## config.mk

```make
export PLATFORM = sky130hd
export DESIGN_NAME = websocket_frame_parser
export DESIGN_NICKNAME = d
export VERILOG_FILES = /design/src/sv/wsfp_pkg.sv /design/src/sv/wsfp_in_stage.sv /design/src/sv/wsfp_core.sv /design/src/sv/wsfp_out_stage.sv /design/src/sv/websocket_frame_parser.sv
export SDC_FILE = /design/constraint.sdc
export NUM_CORES = 1
export LEC_CHECK = 0
export BUFFER_PORTS_ARGS = -buffer_cell sky130_fd_sc_hd__buf_2
export CORE_ASPECT_RATIO = 1.4
export CORE_MARGIN = 1
export CORE_UTILIZATION = 57
export DETAILED_ROUTE_END_ITERATION = 10
export GPL_TIMING_DRIVEN = 0
export HOLD_SLACK_MARGIN = 0.1
export PLACE_DENSITY = 0.73
export SLEW_MARGIN = 25
export SYNTH_ARGS = -nofsm -noshare
export SYNTH_HDL_FRONTEND = slang
export SYNTH_SLANG_ARGS = --single-unit
```

## constraint.sdc

```tcl
create_clock -name clk -period 6.2 [get_ports clk]
set_clock_uncertainty 0.15 [all_clocks]
set_input_delay 0.31 -clock clk [delete_from_list [all_inputs] [get_ports clk]]
set_output_delay 0.31 -clock clk [all_outputs]
set_load 0.02 [all_outputs]
```

## src/sv/wsfp_pkg.sv

```systemverilog
// Shared types and constants for the WebSocket frame parser.
package wsfp_pkg;

    localparam int BYTE_W     = 8;
    localparam int LEN_W      = 64;
    localparam int KEY_W      = 32;
    localparam int OPCODE_W   = 4;
    localparam int RSV_W      = 3;
    localparam int OUT_DATA_W = 88;
    localparam int OUT_USED_W = 1 + RSV_W + OPCODE_W + 1 + LEN_W + BYTE_W;
    localparam int OUT_PAD_W  = OUT_DATA_W - OUT_USED_W;

    localparam logic [6:0] LEN7_EXT16 = 7'd126;
    localparam logic [6:0] LEN7_EXT64 = 7'd127;
    localparam logic [3:0] EXT16_BYTES = 4'd2;
    localparam logic [3:0] EXT64_BYTES = 4'd8;
    localparam logic [3:0] KEY_BYTES   = 4'd4;

    localparam logic KIND_HEADER  = 1'b0;
    localparam logic KIND_PAYLOAD = 1'b1;

    typedef struct packed {
        logic                kind;
        logic                fin;
        logic [RSV_W-1:0]    rsv;
        logic [OPCODE_W-1:0] opcode;
        logic                masked;
        logic [LEN_W-1:0]    length;
        logic [BYTE_W-1:0]   data;
        logic                last;
    } wsfp_result_t;

endpackage

```

## src/sv/wsfp_in_stage.sv

```systemverilog
// Input register stage holding one raw byte for the parser core.
module wsfp_in_stage
(
    input  logic                        clk,
    input  logic                        rst_n,
    input  logic                        s_axis_tvalid,
    output logic                        s_axis_tready,
    input  logic [wsfp_pkg::BYTE_W-1:0] s_axis_tdata,
    input  logic                        consume,
    output logic                        byte_valid,
    output logic [wsfp_pkg::BYTE_W-1:0] byte_data
);
    import wsfp_pkg::*;

    logic              valid_reg;
    logic              valid_next;
    logic [BYTE_W-1:0] byte_reg;
    logic [BYTE_W-1:0] byte_next;

    assign s_axis_tready = !valid_reg || consume;

    always_comb
    begin
        valid_next = valid_reg;
        byte_next  = byte_reg;
        if (s_axis_tready)
        begin
            valid_next = s_axis_tvalid;
            byte_next  = s_axis_tdata;
        end
    end

    always_ff @(posedge clk or negedge rst_n)
    begin
        if (!rst_n)
        begin
            valid_reg <= 1'b0;
        end
        else
        begin
            valid_reg <= valid_next;
        end
    end

    always_ff @(posedge clk)
    begin
        byte_reg <= byte_next;
    end

    assign byte_valid = valid_reg;
    assign byte_data  = byte_reg;

endmodule

```

## src/sv/wsfp_core.sv

```systemverilog
// Frame parse state and per-byte result logic.
module wsfp_core
(
    input  logic                        clk,
    input  logic                        rst_n,
    input  logic                        byte_valid,
    input  logic [wsfp_pkg::BYTE_W-1:0] byte_data,
    input  logic                        out_free,
    output logic                        consume,
    output logic                        res_valid,
    output wsfp_pkg::wsfp_result_t      res
);
    import wsfp_pkg::*;

    typedef enum logic [2:0]
    {
        PH_HDR0 = 3'd0,
        PH_HDR1 = 3'd1,
        PH_EXT  = 3'd2,
        PH_KEY  = 3'd3,
        PH_PAY  = 3'd4
    } phase_t;

    phase_t            phase_reg,  phase_next;
    logic [8:0]        flags_reg,  flags_next;
    logic [LEN_W-1:0]  acc_reg,    acc_next;
    logic [3:0]        count_reg,  count_next;
    logic [KEY_W-1:0]  key_reg,    key_next;
    logic [LEN_W-1:0]  remain_reg, remain_next;
    logic [1:0]        kidx_reg,   kidx_next;

    logic              has_result;
    logic              res_kind;
    logic [BYTE_W-1:0] res_data;
    logic              res_last;
    logic [BYTE_W-1:0] key_byte;
    logic [6:0]        len7;
    logic [3:0]        count_dec;
    logic [LEN_W-1:0]  remain_dec;
    logic              hdr_done;
    logic              mask_now;

    assign len7       = byte_data[6:0];
    assign count_dec  = count_reg - 4'd1;
    assign remain_dec = remain_reg - {{(LEN_W-1){1'b0}}, 1'b1};

    always_comb
    begin
        case (kidx_reg)
            2'd0:    key_byte = key_reg[31:24];
            2'd1:    key_byte = key_reg[23:16];
            2'd2:    key_byte = key_reg[15:8];
            default: key_byte = key_reg[7:0];
        endcase
    end

    always_comb
    begin
        phase_next  = phase_reg;
        flags_next  = flags_reg;
        acc_next    = acc_reg;
        count_next  = count_reg;
        key_next    = key_reg;
        remain_next = remain_reg;
        kidx_next   = kidx_reg;
        has_result  = 1'b0;
        res_kind    = KIND_HEADER;
        res_data    = '0;
        res_last    = 1'b0;
        hdr_done    = 1'b0;
        mask_now    = flags_reg[0];

        case (phase_reg)
            PH_HDR1:
            begin
                flags_next = {flags_reg[8:1], byte_data[7]};
                mask_now   = byte_data[7];
                acc_next   = '0;
                if (len7 == LEN7_EXT16)
                begin
                    phase_next = PH_EXT;
                    count_next = EXT16_BYTES;
                end
                else if (len7 == LEN7_EXT64)
                begin
                    phase_next = PH_EXT;
                    count_next = EXT64_BYTES;
                end
                else
                begin
                    acc_next = {{(LEN_W-7){1'b0}}, len7};
                    hdr_done = 1'b1;
                end
            end
            PH_EXT:
            begin
                acc_next   = {acc_reg[LEN_W-BYTE_W-1:0], byte_data};
                count_next = count_dec;
                hdr_done   = (count_dec == 4'd0);
            end
            PH_KEY:
            begin
                key_next   = {key_reg[KEY_W-BYTE_W-1:0], byte_data};
                count_next = count_dec;
                if (count_dec == 4'd0)
                begin
                    has_result  = 1'b1;
                    remain_next = acc_reg;
                    kidx_next   = 2'd0;
                    res_last    = (acc_reg == '0);
                    phase_next  = (acc_reg == '0) ? PH_HDR0 : PH_PAY;
                end
            end
            PH_PAY:
            begin
                has_result  = 1'b1;
                res_kind    = KIND_PAYLOAD;
                res_data    = flags_reg[0] ? (byte_data ^ key_byte) : byte_data;
                kidx_next   = kidx_reg + 2'd1;
                remain_next = remain_dec;
                res_last    = (remain_dec == '0);
                if (remain_dec == '0)
                begin
                    phase_next = PH_HDR0;
                end
            end
            default:
            begin
                flags_next = {byte_data, 1'b0};
                count_next = 4'd0;
                phase_next = PH_HDR1;
            end
        endcase

        // length settled: fetch key if masked, otherwise header is complete
        if (hdr_done)
        begin
            key_next = '0;
            if (mask_now)
            begin
                phase_next = PH_KEY;
                count_next = KEY_BYTES;
            end
            else
            begin
                has_result  = 1'b1;
                remain_next = acc_next;
                kidx_next   = 2'd0;
                res_last    = (acc_next == '0);
                phase_next  = (acc_next == '0) ? PH_HDR0 : PH_PAY;
            end
        end
    end

    assign consume   = byte_valid && (!has_result || out_free);
    assign res_valid = consume && has_result;

    always_comb
    begin
        res.kind   = res_kind;
        res.fin    = flags_next[8];
        res.rsv    = flags_next[7:5];
        res.opcode = flags_next[4:1];
        res.masked = flags_next[0];
        res.length = acc_next;
        res.data   = res_data;
        res.last   = res_last;
    end

    always_ff @(posedge clk or negedge rst_n)
    begin
        if (!rst_n)
        begin
            phase_reg  <= PH_HDR0;
            flags_reg  <= '0;
            acc_reg    <= '0;
            count_reg  <= '0;
            key_reg    <= '0;
            remain_reg <= '0;
            kidx_reg   <= '0;
        end
        else if (consume)
        begin
            phase_reg  <= phase_next;
            flags_reg  <= flags_next;
            acc_reg    <= acc_next;
            count_reg  <= count_next;
            key_reg    <= key_next;
            remain_reg <= remain_next;
            kidx_reg   <= kidx_next;
        end
    end

endmodule

```

## src/sv/wsfp_out_stage.sv

```systemverilog
// Output result register driving the master stream.
module wsfp_out_stage
(
    input  logic                   clk,
    input  logic                   rst_n,
    input  logic                   load,
    input  wsfp_pkg::wsfp_result_t res,
    output logic                   out_free,
    output logic                   m_axis_tvalid,
    input  logic                   m_axis_tready,
    output wsfp_pkg::wsfp_result_t out_res
);
    import wsfp_pkg::*;

    logic         valid_reg;
    logic         valid_next;
    wsfp_result_t res_reg;

    assign out_free = !valid_reg || m_axis_tready;

    always_comb
    begin
        valid_next = valid_reg;
        if (load)
        begin
            valid_next = 1'b1;
        end
        else if (m_axis_tready)
        begin
            valid_next = 1'b0;
        end
    end

    always_ff @(posedge clk or negedge rst_n)
    begin
        if (!rst_n)
        begin
            valid_reg <= 1'b0;
        end
        else
        begin
            valid_reg <= valid_next;
        end
    end

    always_ff @(posedge clk)
    begin
        if (load)
        begin
            res_reg <= res;
        end
    end

    assign m_axis_tvalid = valid_reg;
    assign out_res       = res_reg;

endmodule

```

## src/sv/websocket_frame_parser.sv

```systemverilog
// Top level: WebSocket frame parser, one stream byte per beat.
// Path: an accepted byte waits in the input register; its result is registered in the output stage.
// Throughput: one byte per cycle while the output can take results; bytes that produce no result move on
// even while a result waits on the output.
// Reset: rst_n async, clears parse state to expect a first header byte.
module websocket_frame_parser
(
    input  logic                            clk,
    input  logic                            rst_n,
    input  logic                            s_axis_tvalid,
    output logic                            s_axis_tready,
    input  logic [wsfp_pkg::BYTE_W-1:0]     s_axis_tdata,   // in_byte
    output logic                            m_axis_tvalid,
    input  logic                            m_axis_tready,
    // fin_flag, rsv_bits, frame_opcode, masked_flag, frame_length, data_byte, zero pad
    output logic [wsfp_pkg::OUT_DATA_W-1:0] m_axis_tdata,
    output logic [0:0]                      m_axis_tuser,   // result_kind
    output logic                            m_axis_tlast
);
    import wsfp_pkg::*;

    logic              byte_valid;
    logic [BYTE_W-1:0] byte_data;
    logic              consume;
    logic              res_valid;
    logic              out_free;
    wsfp_result_t      res;
    wsfp_result_t      out_res;

    wsfp_in_stage u_in
    (
        .clk           (clk),
        .rst_n         (rst_n),
        .s_axis_tvalid (s_axis_tvalid),
        .s_axis_tready (s_axis_tready),
        .s_axis_tdata  (s_axis_tdata),
        .consume       (consume),
        .byte_valid    (byte_valid),
        .byte_data     (byte_data)
    );

    wsfp_core u_core
    (
        .clk        (clk),
        .rst_n      (rst_n),
        .byte_valid (byte_valid),
        .byte_data  (byte_data),
        .out_free   (out_free),
        .consume    (consume),
        .res_valid  (res_valid),
        .res        (res)
    );

    wsfp_out_stage u_out
    (
        .clk           (clk),
        .rst_n         (rst_n),
        .load          (res_valid),
        .res           (res),
        .out_free      (out_free),
        .m_axis_tvalid (m_axis_tvalid),
        .m_axis_tready (m_axis_tready),
        .out_res       (out_res)
    );

    assign m_axis_tdata = {{OUT_PAD_W{1'b0}}, out_res.data, out_res.length, out_res.masked,
                           out_res.opcode, out_res.rsv, out_res.fin};
    assign m_axis_tuser = out_res.kind;
    assign m_axis_tlast = out_res.last;

endmodule
```

==> parameters.txt, run 1 <==
Parameter                              Value

Place
  Port Buffers    96
  Placement-stage worst setup slack    1869 ps
  Final Wtd Congestion    1.036
  Post-detailed-placement half-perimeter wirelength    42150 µm

Pwr
  Maximum resistive drop on vdd    0.3694 mV
  Clock group share of total power    17.9%
  Power per cell area    578.3 nW/µm²
  Leakage    7.273 nW
  Switch share    48.13%
  Net switching component of the power    4.609 mW
  Cell Int Power    4.968 mW
  Sequential power share    34.6%
  Logic gate share of total power    47.5%

Worst hold path
  Path type of the worst min-delay path    in2async

Clocking
  Inserted Clock Buffers    27
  Total of cells resized after clock tree synthesis    0
  CTS tree    done
  CTS Buffer Depth    3
  Clk pin slew, worst setup/hold paths    70 ps
  Clock network latency to the later pin of the worst-skew pair    560 ps
  H-tree lvl count    1
  Post CTS Setup Buffer Count    0
  Clock sink count    271
  Buffer type at the clock tree root    sky130_fd_sc_hd__clkbuf_16

Global route
  First-pass GRT wire length    84300 µm
  Total GRT Usage    45.41%
  Number of antenna violations at the first check in global routing    1
  Via count of the first global-routing pass    13.63k
  Overflow left after global routing    0
  Pin count of the biggest net entering global routing    84

Timing
  Max Clock Freq    212.3 MHz
  Post-route clock period utilization    75.98%
  Number of hold violations in the final report    0
  Max-slew violation count    0
  PnR worst setup slack    1489 ps
  RSZ-0062 raised after global routing    no
  Count of endpoints failing setup in the final report    0
  Slew Limit Headroom    22.99%
  Minimum clock period after layout    4711 ps
  Transition time at the pin with the least slew margin    1146 ps
  Final setup TNS    0 ps

Yosys
  Most common cell in the netlist    sky130_fd_sc_hd__nand2_1
  Commonest cells post-synth    284 x sky130_fd_sc_hd__nand2_1, 180 x sky130_fd_sc_hd__dfrtp_1, 141 x sky130_fd_sc_hd__o21ai_0
  Number of distinct library cell variants in the gate-level netlist after synthesis    79
  Share of the synthesized area in the top cell type    31.02%
  Number of flops mapped to enable cells by yosys    91
  Cell taking the most area after synthesis    sky130_fd_sc_hd__dfrtp_1
  Mean post-synth cell area    9.321 µm²
  Cell area after synthesis    14520 µm²
  Yosys Warn Count    0
  Post-synthesis instance total    1558
  Leading register cell type out of synthesis    sky130_fd_sc_hd__dfrtp_1
  Ys async rst share    66.42%
  Register bit total from synthesis    271
  Seq/Total Area, Yosys    49.83%
  Top post-synthesis cells by area    sky130_fd_sc_hd__dfrtp_1 31%, sky130_fd_sc_hd__edfxtp_1 19%, sky130_fd_sc_hd__nand2_1 7.3%

Final layout
  Share of layout cells above drive strength 1    11.84%
  Filler cell count    2020
  Share of the core filled with cells in the final layout    66.66%
  Max reg flops    83
  Antenna cell count    0
  # nets final    1723
  Area growth syn-to-layout    14.04%

Worst setup path
  End of the worst register-to-register path    u_core.phase_reg[2]
  Worst-path cell chain    nor4_2 -> nand3_1 -> nor4_2 -> xnor2_1 -> and4b_1 -> nand4_1 -> nor3_1 -> o22ai_1
  Arr. time, crit path    4960 ps
  Worst Reg2Reg Path Length in Cells    8
  Top cell by count, worst path    sky130_fd_sc_hd__nor4_2
  Data required time of the critical path    6450 ps
  R2R Path Start    u_core.remain_reg[18]
  Max Fanout on Critical Path    7
  CP Class    reg2reg
  Nature of the critical path startpoint    flip-flop
  Slowest cell on crit path    sky130_fd_sc_hd__nor4_2
  Minimum setup slack among reg-to-reg paths    1490 ps
  Delay of the slowest cell on the worst path    1060 ps
  CP endpoint kind    flip-flop

Drt
  Detailed Routing Iterations Pass 1    9
  Initial DRC count    1807
  Total DRC errors in the routed layout    0
  Number of antenna-violating nets in the routed design    0
  Sum of routed wire length over all layers    57880 µm
  Mean routed wirelength per cell    28.40 µm
  Average vias per placed instance    6.928
  DR vias    14.12k

Floorplan
  # rows    68
  Floorplan core area    24840 µm²
  Starting utilization of the core area    58.46%
  Die Outline Area    26130 µm²
  Die width    136.9 µm
  Die Ht    190.9 µm
  Top-level port count    104

Flow run
  Count of maximum capacitance violations    0

Run status
  Run status    completed
## how the worst max path moves through the flow
stage / startpoint / end / slack, ps / cells after the start
after CTS: u_core.count_reg[0] / u_core.remain_reg[13] / 1800 / 11
final: u_core.remain_reg[18] / u_core.phase_reg[2] / 1490 / 8
after global routing: u_core.remain_reg[16] / u_core.phase_reg[2] / 1510 / 8
after global placement: u_core.count_reg[0] / u_out.out_res[41] / -250 / 8
after floorplan: u_core.count_reg[0] / u_out.out_res[0] / 1510 / 8
after detailed placement: u_core.count_reg[0] / u_core.remain_reg[13] / 1870 / 11
## layout make-up
cell class                      instances  area (µm²)  share of cell area (%)
Buffer                                113       490.5                   2.961
Clock buffer                           34       732.0                   4.419
Clock inverter                         15       181.4                   1.095
Inverter                               54       207.7                   1.254
Multi-Input combinational cell       1126        6636                   40.07
Sequential cell                       271        7237                   43.70
Tap cell                              315       394.1                   2.380
Timing Repair Buffer                  110       683.2                   4.125
## power groups by stage
stage,combinational (mW),sequential [mW],clock [mW]
global route,4.84,3.34,1.79
CTS,4.38,3.26,1.72
finish,4.55,3.32,1.71
global placement,4.26,3.29,0
floorplan,2.77,3.18,0
detailed placement,4.35,3.28,0
## routing by layer
| layer | wire [µm] | global-route usage [%] | vias up | share of wire (%) |
|---|---|---|---|---|
| met2 | 26590 | 72.08 | 1049 | 46 |
| met3 | 6043 | 10.37 | 360 | 10 |
| met5 | 0 | 0 | - | 0 |
| met4 | 6337 | 41.42 | 0 | 11 |
| li1 | - | - | 5981 | - |
| met1 | 18910 | 50.27 | 6730 | 33 |
## through the flow
stage | total power, mW | cell area, µm² | hold slack (ps) | cells
global placement | 7.551 | 15420 | 337.7 | 1975
CTS | 9.361 | 16540 | 127.0 | 2038
detailed placement | 7.630 | 15520 | 95.02 | 1978
floorplan | 5.954 | 14550 | -135.6 | 1564
finish | 9.577 | 16560 | 110.9 | 2038
global route | 9.967 | 16560 | 146.0 | 2038
## timing repair
item | CTS | global route
hold endpoints to repair | 190 | 0
setup endpoints to repair | 0 | 0
hold buffers | 11 | 0
## critical path: cells and delay by family, from the launching register on
kind / cells / cell delay [ps]
compound gates: 1 / 170
xor+xnor: 1 / 200
flops: 1 / 410
simple gates: 6 / 3600
## logic make-up (layout without fill, tap and decap cells)
kind of cell,Yosys count,in the layout,synth area share (%)
and+or+nand+nor,656,656,21.93
muxes,42,42,2.972
buffers and inverters,167,326,4.764
xor gates and xnor gates,37,37,2.231
DFF,271,271,49.83
adders and majority gates,8,8,0.6893
other,1,7,0.02582
AOI/OAI and AO/OA,376,376,17.55
## cell usage in the layout, fill, tap and decap left out, types with 7 or more instances in the layout
cell type / Yosys / layout
sky130_fd_sc_hd__and2_1: 17 / 17
sky130_fd_sc_hd__clkbuf_16: 0 / 27
sky130_fd_sc_hd__dlygate4sd3_1: 0 / 11
sky130_fd_sc_hd__nor2b_1: 10 / 10
sky130_fd_sc_hd__nand4_1: 25 / 25
sky130_fd_sc_hd__o2111ai_1: 8 / 8
sky130_fd_sc_hd__nor3b_1: 14 / 14
sky130_fd_sc_hd__o21ai_0: 141 / 141
sky130_fd_sc_hd__conb_1: 1 / 7
sky130_fd_sc_hd__buf_4: 7 / 7
sky130_fd_sc_hd__or2_2: 8 / 8
sky130_fd_sc_hd__dfrtp_1: 180 / 180
sky130_fd_sc_hd__xnor2_1: 17 / 17
sky130_fd_sc_hd__a222oi_1: 23 / 23
sky130_fd_sc_hd__clkbuf_1: 80 / 83
sky130_fd_sc_hd__nand3_1: 16 / 16
sky130_fd_sc_hd__and3_1: 9 / 9
sky130_fd_sc_hd__a21oi_1: 32 / 32
sky130_fd_sc_hd__nor4_2: 6 / 8
sky130_fd_sc_hd__a22o_1: 45 / 45
sky130_fd_sc_hd__buf_1: 10 / 10
sky130_fd_sc_hd__nor4_1: 44 / 42
sky130_fd_sc_hd__inv_1: 53 / 53
sky130_fd_sc_hd__nand2b_1: 7 / 7
sky130_fd_sc_hd__a22oi_1: 24 / 24
sky130_fd_sc_hd__a221oi_1: 32 / 32
sky130_fd_sc_hd__xor2_1: 20 / 20
sky130_fd_sc_hd__or4_1: 18 / 18
sky130_fd_sc_hd__buf_2: 12 / 107
sky130_fd_sc_hd__mux2_2: 9 / 9
sky130_fd_sc_hd__nor3_1: 40 / 40
sky130_fd_sc_hd__edfxtp_1: 91 / 91
sky130_fd_sc_hd__or3_1: 9 / 9
sky130_fd_sc_hd__mux2i_1: 33 / 33
sky130_fd_sc_hd__nor2_1: 128 / 128
sky130_fd_sc_hd__a31oi_1: 17 / 17
sky130_fd_sc_hd__nand2_1: 284 / 284
sky130_fd_sc_hd__ha_1: 8 / 8
(Power assumes the default switching activity.)
==> run 2: changes to the inputs <==
Settings changed: CORE_UTILIZATION 57 to 55, PLACE_DENSITY 0.73 to 0.74.
Clock period 6.2 ns to 3.9 ns, I/O delays scaled along.
==> run 2 against run 1 <==
Global-route usage decreased by 1.0 points. Non-clock buffer count is 7 higher. Clock-buffer cell count down 1. Clock power increased by 62%. Flip-flop and latch count unchanged. First-iteration DRC count is 5.0% lower. Largest cell class unchanged. Largest power group unchanged. Highest routed layer unchanged.
==> parameters.txt, run 2 (synthesis results as in run 1) <==
Parameter                              Value

Run status
  Run status    completed

Timing
  Max Clock Freq    257.7 MHz (+21%)
  Post-route clock period utilization    99.50% (+24 points)
  PnR worst setup slack    19.55 ps (-1470 ps)
  Slew Limit Headroom    21.83% (-1.2 points)
  Count of endpoints failing setup in the final report    0 (unchanged)
  RSZ-0062 raised after global routing    yes
  Minimum clock period after layout    3880 ps (-830.2 ps)
  Number of hold violations in the final report    0 (unchanged)
  Transition time at the pin with the least slew margin    1160 ps (+13.86 ps)
  Max-slew violation count    0 (unchanged)

Floorplan
  # rows    70 (+2.9%)
  Top-level port count    104 (unchanged)
  Die Outline Area    27070 µm² (+3.6%)
  Starting utilization of the core area    55.83% (-2.6 points)
  Die Ht    194.3 µm (+1.8%)
  Die width    139.3 µm (+1.8%)
  Floorplan core area    26010 µm² (+4.7%)

Pwr
  Power after layout    15.52 mW (+62%)
  Leakage    7.365 nW (+1.3%)
  Power per cell area    922.1 nW/µm² (+59%)
  Maximum resistive drop on vdd    0.5854 mV (+58%)

Worst setup path
  Worst-path cell chain    nor4_1 -> nand4_1 -> clkbuf_2 -> nor2_2 -> xor2_1 -> nor4_1 -> nand4_1 -> nor4_4 -> o31a_1
  CP Class    reg2reg
  Delay of the slowest cell on the worst path    570 ps (-490 ps)
  Max Fanout on Critical Path    10 (+3)
  Nature of the critical path startpoint    flip-flop
  CP endpoint kind    flip-flop
  Arr. time, crit path    4140 ps (-820 ps)
  Data required time of the critical path    4160 ps (-2290 ps)
  Slowest cell on crit path    sky130_fd_sc_hd__nor4_4

Clocking
  H-tree lvl count    1 (unchanged)
  CTS tree    done
  Inserted Clock Buffers    27 (unchanged)
  CTS Buffer Depth    3 (unchanged)
  Buffer type at the clock tree root    sky130_fd_sc_hd__clkbuf_16
  Clk pin slew, worst setup/hold paths    70 ps (about the same)
  Clock sink count    271 (unchanged)
  Clock network latency to the later pin of the worst-skew pair    560 ps (about the same)

Final layout
  Share of layout cells above drive strength 1    13.53% (+1.7 points)
  Area growth syn-to-layout    15.88%
  Highest-count cells in the layout ignoring fill and taps    284 x sky130_fd_sc_hd__nand2_1, 179 x sky130_fd_sc_hd__dfrtp_1, 141 x sky130_fd_sc_hd__o21ai_0
  # nets final    1730 (+0.41%)
  Filler cell count    2196 (+8.7%)
  Max reg flops    83 (unchanged)
  Most common library cell in the layout ignoring fill and taps    sky130_fd_sc_hd__nand2_1

Global route
  Overflow left after global routing    0 (unchanged)
  Pin count of the biggest net entering global routing    83 (-1.2%)
  First-pass GRT wire length    87490 µm (+3.8%)
  Via count of the first global-routing pass    13.77k (+1.0%)
  Total GRT Usage    44.38% (-1.0 points)
  Number of antenna violations at the first check in global routing    2 (+1)

Drt
  DR vias    14.13k (+0.071%)
  Total DRC errors in the routed layout    0 (unchanged)
  Mean routed wirelength per cell    28.69 µm (+1.0%)
  Sum of routed wire length over all layers    58970 µm (+1.9%)
  Detailed Routing Iterations Pass 1    6 (-3)
  Initial DRC count    1717 (-5.0%)
  Average vias per placed instance    6.876 (-0.76%)
  Number of antenna-violating nets in the routed design    0 (unchanged)

Place
  Post-detailed-placement half-perimeter wirelength    42690 µm (+1.3%)
  Port Buffers    96 (unchanged)
  Placement-stage worst setup slack    -472.5 ps (-2342 ps)
  Final Wtd Congestion    1.045 (+0.95%)

Worst hold path
  Path type of the worst min-delay path    in2reg

Flow run
  Count of maximum capacitance violations    0 (unchanged)
[run 2: critical path: cells and delay by family (launching register included)]
kind	cells	cell delay, ps
AO/OA/AOI/OAI	1	220
XOR/XNOR	1	110
AND/OR/NAND/NOR	6	2450
buffers and inverters	1	330
flip-flops	1	460
[run 2: path summary, 6_finish.rpt]
| kind | from | end | slack, ps | depth (start not counted) |
|---|---|---|---|---|
| max | u_core.remain_reg[10] | u_out.out_res[0] | 20 | 9 |
| min | s_axis_tdata[7] | u_in.byte_data[7] | 200 | 2 |
| max reg2reg | u_core.remain_reg[10] | u_out.out_res[0] | 20 | 9 |
| min reg2reg | u_core.flags_reg[8] | u_core.flags_reg[8] | 370 | 2 |
| max in group asynchronous | rst_n | u_core.remain_reg[59] | 2540 | 4 |
| min in group asynchronous | rst_n | u_core.flags_reg[2] | 630 | 4 |
[run 2: final cells by class]
class	instances	area [µm²]	area share [%]
sequential	271	7238	43.01
clock inverter	16	211.5	1.257
buffer	113	508.0	3.019
antenna	1	2.502	0.01487
inverter	54	216.5	1.286
timing repair buffer	117	748.2	4.446
tap	324	405.4	2.409
clock buffer	33	718.2	4.268
multi-input combinational	1126	6780	40.29
[run 2: per-stage QoR]
stage                     cell area [µm²]  setup TNS (ps)  cells  util [%]  hold slack [ps]
after CTS                           16670               0   2049     64.09            182.8
after global placement              15430         -190070   1984     59.33            222.4
after global routing                16830          -90.30   2054     64.68            183.3
after detailed placement            15530          -14360   1987     59.70           -43.91
final                               16830               0   2055     64.69            201.6
after floorplan                     14550               0   1564         -           -250.6
[run 2: power by group]
group          internal [mW]  switching, mW  leakage (nW)
Clock                   1.59           1.18         0.444
Combinational           2.33           5.11          3.72
Sequential              4.07           1.24          3.20
[run 2: what timing repair did]
item	CTS	global route
pin swaps	0	5
resized for setup	13	29
endpoints found under the setup margin	101	81
hold buffers	13	0
setup buffers	0	3
endpoints found under the hold margin	191	0
[run 2: metal layers]
| layer | vias to the layer above | global-route usage [%] | routed length [µm] |
|---|---|---|---|
| li1 | 6003 | - | - |
| met1 | 6828 | 49.47 | 19870 |
| met2 | 960 | 72.05 | 27610 |
| met3 | 339 | 10.10 | 5321 |
| met4 | 0 | 37.70 | 6171 |
| met5 | - | 0 | 0 |
==> run 3: changes to the inputs <==
Settings changed: CORE_ASPECT_RATIO 1.4 to 0.75.
==> run 3 against run 2 <==
The run now ends with setup timing left. Register-to-register slack worse by 70 ps. Clock-buffer cell count rose by 3. Core utilization about the same. Sequential share of layout area about the same. First-iteration DRC count increased by 59%. Total power increased by 1.7%. Wire length decreased by 0.12%. Combinational power increased by 4.6%. Worst hold slack improved by 6.9 ps. Critical endpoint is now u_core.remain_reg[34]. Largest power group unchanged. Highest routed layer is now met5.
==> parameters.txt, run 3 (synthesis results as in run 1) <==
Parameter                              Value

Clocking
  Inserted Clock Buffers    27 (unchanged)
  CTS tree    done
  Clock sink count    271 (unchanged)
  CTS Buffer Depth    3 (unchanged)
  Clock network latency to the later pin of the worst-skew pair    550 ps (about the same)
  Clk pin slew, worst setup/hold paths    70 ps (about the same)
  H-tree lvl count    1 (unchanged)
  Buffer type at the clock tree root    sky130_fd_sc_hd__clkbuf_16

Worst hold path
  Path type of the worst min-delay path    in2reg

Final layout
  Share of layout cells above drive strength 1    13.35% (-0.17 points)
  Highest-count cells in the layout ignoring fill and taps    284 x sky130_fd_sc_hd__nand2_1, 180 x sky130_fd_sc_hd__dfrtp_1, 141 x sky130_fd_sc_hd__o21ai_0
  Area used by sequential logic in the layout    7237 µm² (about the same)
  Max reg flops    83 (unchanged)
  Share of the core filled with cells in the final layout    64.74% (about the same)
  Filler-free cell count of the finished design    2075 (+0.97%)
  # nets final    1730 (unchanged)
  Filler cell count    2142 (-2.5%)
  Most common library cell in the layout ignoring fill and taps    sky130_fd_sc_hd__nand2_1
  Area growth syn-to-layout    15.78% (about the same)
  Multi-input logic area    6783 µm² (about the same)

Drt
  Total DRC errors in the routed layout    0 (unchanged)
  Initial DRC count    2734 (+59%)
  Sum of routed wire length over all layers    58900 µm (-0.12%)
  Average vias per placed instance    6.834 (-0.61%)
  Number of antenna-violating nets in the routed design    0 (unchanged)
  Detailed Routing Iterations Pass 1    9 (+3)
  Mean routed wirelength per cell    28.38 µm (-1.1%)
  DR vias    14.18k (+0.35%)

Pwr
  Power after layout    15.79 mW (+1.7%)
  Power per cell area    939.0 nW/µm² (+1.8%)
  Maximum resistive drop on vdd    0.5531 mV (-5.5%)
  Leakage    7.367 nW (about the same)

Global route
  First-pass GRT wire length    86060 µm (-1.6%)
  Via count of the first global-routing pass    13.07k (-5.1%)
  Pin count of the biggest net entering global routing    89 (+7.2%)
  Overflow left after global routing    0 (unchanged)
  Number of antenna violations at the first check in global routing    0 (-2)
  Total GRT Usage    43.69% (-0.70 points)

Worst setup path
  Nature of the critical path startpoint    flip-flop
  Crit-path leading delay family    buffers and inverters
  Arr. time, crit path    4250 ps (+110 ps)
  Minimum setup slack among reg-to-reg paths    -50 ps (-70 ps)
  Data required time of the critical path    4200 ps (+40 ps)
  Max Fanout on Critical Path    10 (unchanged)
  Delay of the slowest cell on the worst path    860 ps (+290 ps)
  Slowest cell on crit path    sky130_fd_sc_hd__clkdlybuf4s15_1
  CP endpoint kind    flip-flop
  Worst-path cell chain    clkbuf_1 -> nand2_1 -> inv_1 -> clkdlybuf4s15_1 -> clkbuf_1 -> a222oi_1 -> o21ai_0
  CP Class    reg2reg
  Critical path buffers and inverters    4 (+3)
  Top cell by count, worst path    sky130_fd_sc_hd__clkbuf_1

Timing
  Max-slew violation count    0 (unchanged)
  Slew Limit Headroom    21.98% (+0.15 points)
  Number of hold violations in the final report    0 (unchanged)
  Max Clock Freq    253.4 MHz (-1.7%)
  Transition time at the pin with the least slew margin    1170 ps (+10.02 ps)
  PnR worst setup slack    -46.82 ps (-66.37 ps)
  Post-route clock period utilization    101.2% (+1.7 points)
  Minimum clock period after layout    3947 ps (+66.37 ps)
  Count of endpoints failing setup in the final report    4 (+4)
  RSZ-0062 raised after global routing    no
  Final setup TNS    -93.52 ps (-93.52 ps)

Floorplan
  Starting utilization of the core area    55.92% (+0.089 points)
  Floorplan core area    25970 µm² (-0.16%)
  Die Ht    142.7 µm (-27%)
  Die width    189.6 µm (+36%)
  Top-level port count    104 (unchanged)
  Die Outline Area    27070 µm² (about the same)
  # rows    51 (-27%)

Place
  Cell Count Post-Placement    2007 (+1.0%)
  Port Buffers    96 (unchanged)
  Placement-stage worst setup slack    -507.7 ps (-35.27 ps)
  Post-detailed-placement half-perimeter wirelength    41900 µm (-1.8%)
  Final Wtd Congestion    1.019 (-2.5%)

Flow run
  Count of maximum capacitance violations    0 (unchanged)

Run status
  Run status    finished with violations
  Failing checks    setup timing
-- run 3: changes by cell type in the layout (fill, tap and decap cells not counted), sizes merged --
cell and delta:
buf +3, bufinv -1, clkinv +3, clkinvlp -3
inv -2
-- run 3: power by group --
| group | leakage (nW) | switching (mW) | internal [mW] |
|---|---|---|---|
| clock network | 0.435 | 1.13 | 1.56 |
| registers | 3.21 | 1.25 | 4.07 |
| logic | 3.73 | 5.43 | 2.34 |
| total | 7.37 | 7.82 | 7.97 |
-- run 3: worst paths after layout --
kind,startpoint,endpoint,cells past startpoint
worst max-delay path,u_core.phase_reg[2],u_core.remain_reg[34],7
worst min-delay path,s_axis_tdata[0],u_in.byte_data[0],2
worst max register to register,u_core.phase_reg[2],u_core.remain_reg[34],7
worst min register to register,u_core.flags_reg[8],u_core.flags_reg[8],2
max in group asynchronous,rst_n,u_core.remain_reg[27],5
min in group asynchronous,rst_n,u_core.count_reg[2],4
-- run 3: worst register-to-register path, delay by kind of cell (launching register included) --
family | cells | cell delay, ps
compound gates | 2 | 490
buf+inv | 4 | 2260
flops | 1 | 390
simple gates | 1 | 570
-- run 3: metrics by stage --
step / hold slack, ps / cell area, µm²
global route: 221.5 / 16810
detailed placement: -34.05 / 15570
CTS: 206.5 / 16710
global placement: 221.2 / 15460
floorplan: -250.6 / 14550
finish: 208.5 / 16810
-- run 3: area by class of cell --
cell class / count / area share, %
repair buffers: 117 / 4.509
inverters: 54 / 1.235
plain buffers: 113 / 3.014
flip-flops and latches: 271 / 43.04
clock inverters: 13 / 1.012
diodes: 1 / 0.01488
clock buffers: 36 / 4.279
well taps: 344 / 2.560
multi-input cells: 1126 / 40.34
-- run 3: layer usage --
metal | vias up | track usage [%] | wire [µm]
met5 | - | 1.832 | 65
met4 | 2 | 16.77 | 2662
met3 | 214 | 16.20 | 8937
met2 | 1141 | 58.43 | 22980
met1 | 6812 | 63.33 | 24250
li1 | 6011 | - | -
-- run 3: timing repair --
action	in CTS	in global routing
setup endpoints to repair	33	83
hold endpoints to repair	103	0
hold buffers	13	0
setup buffers	2	3
pin swaps	1	0
resized for setup	14	23
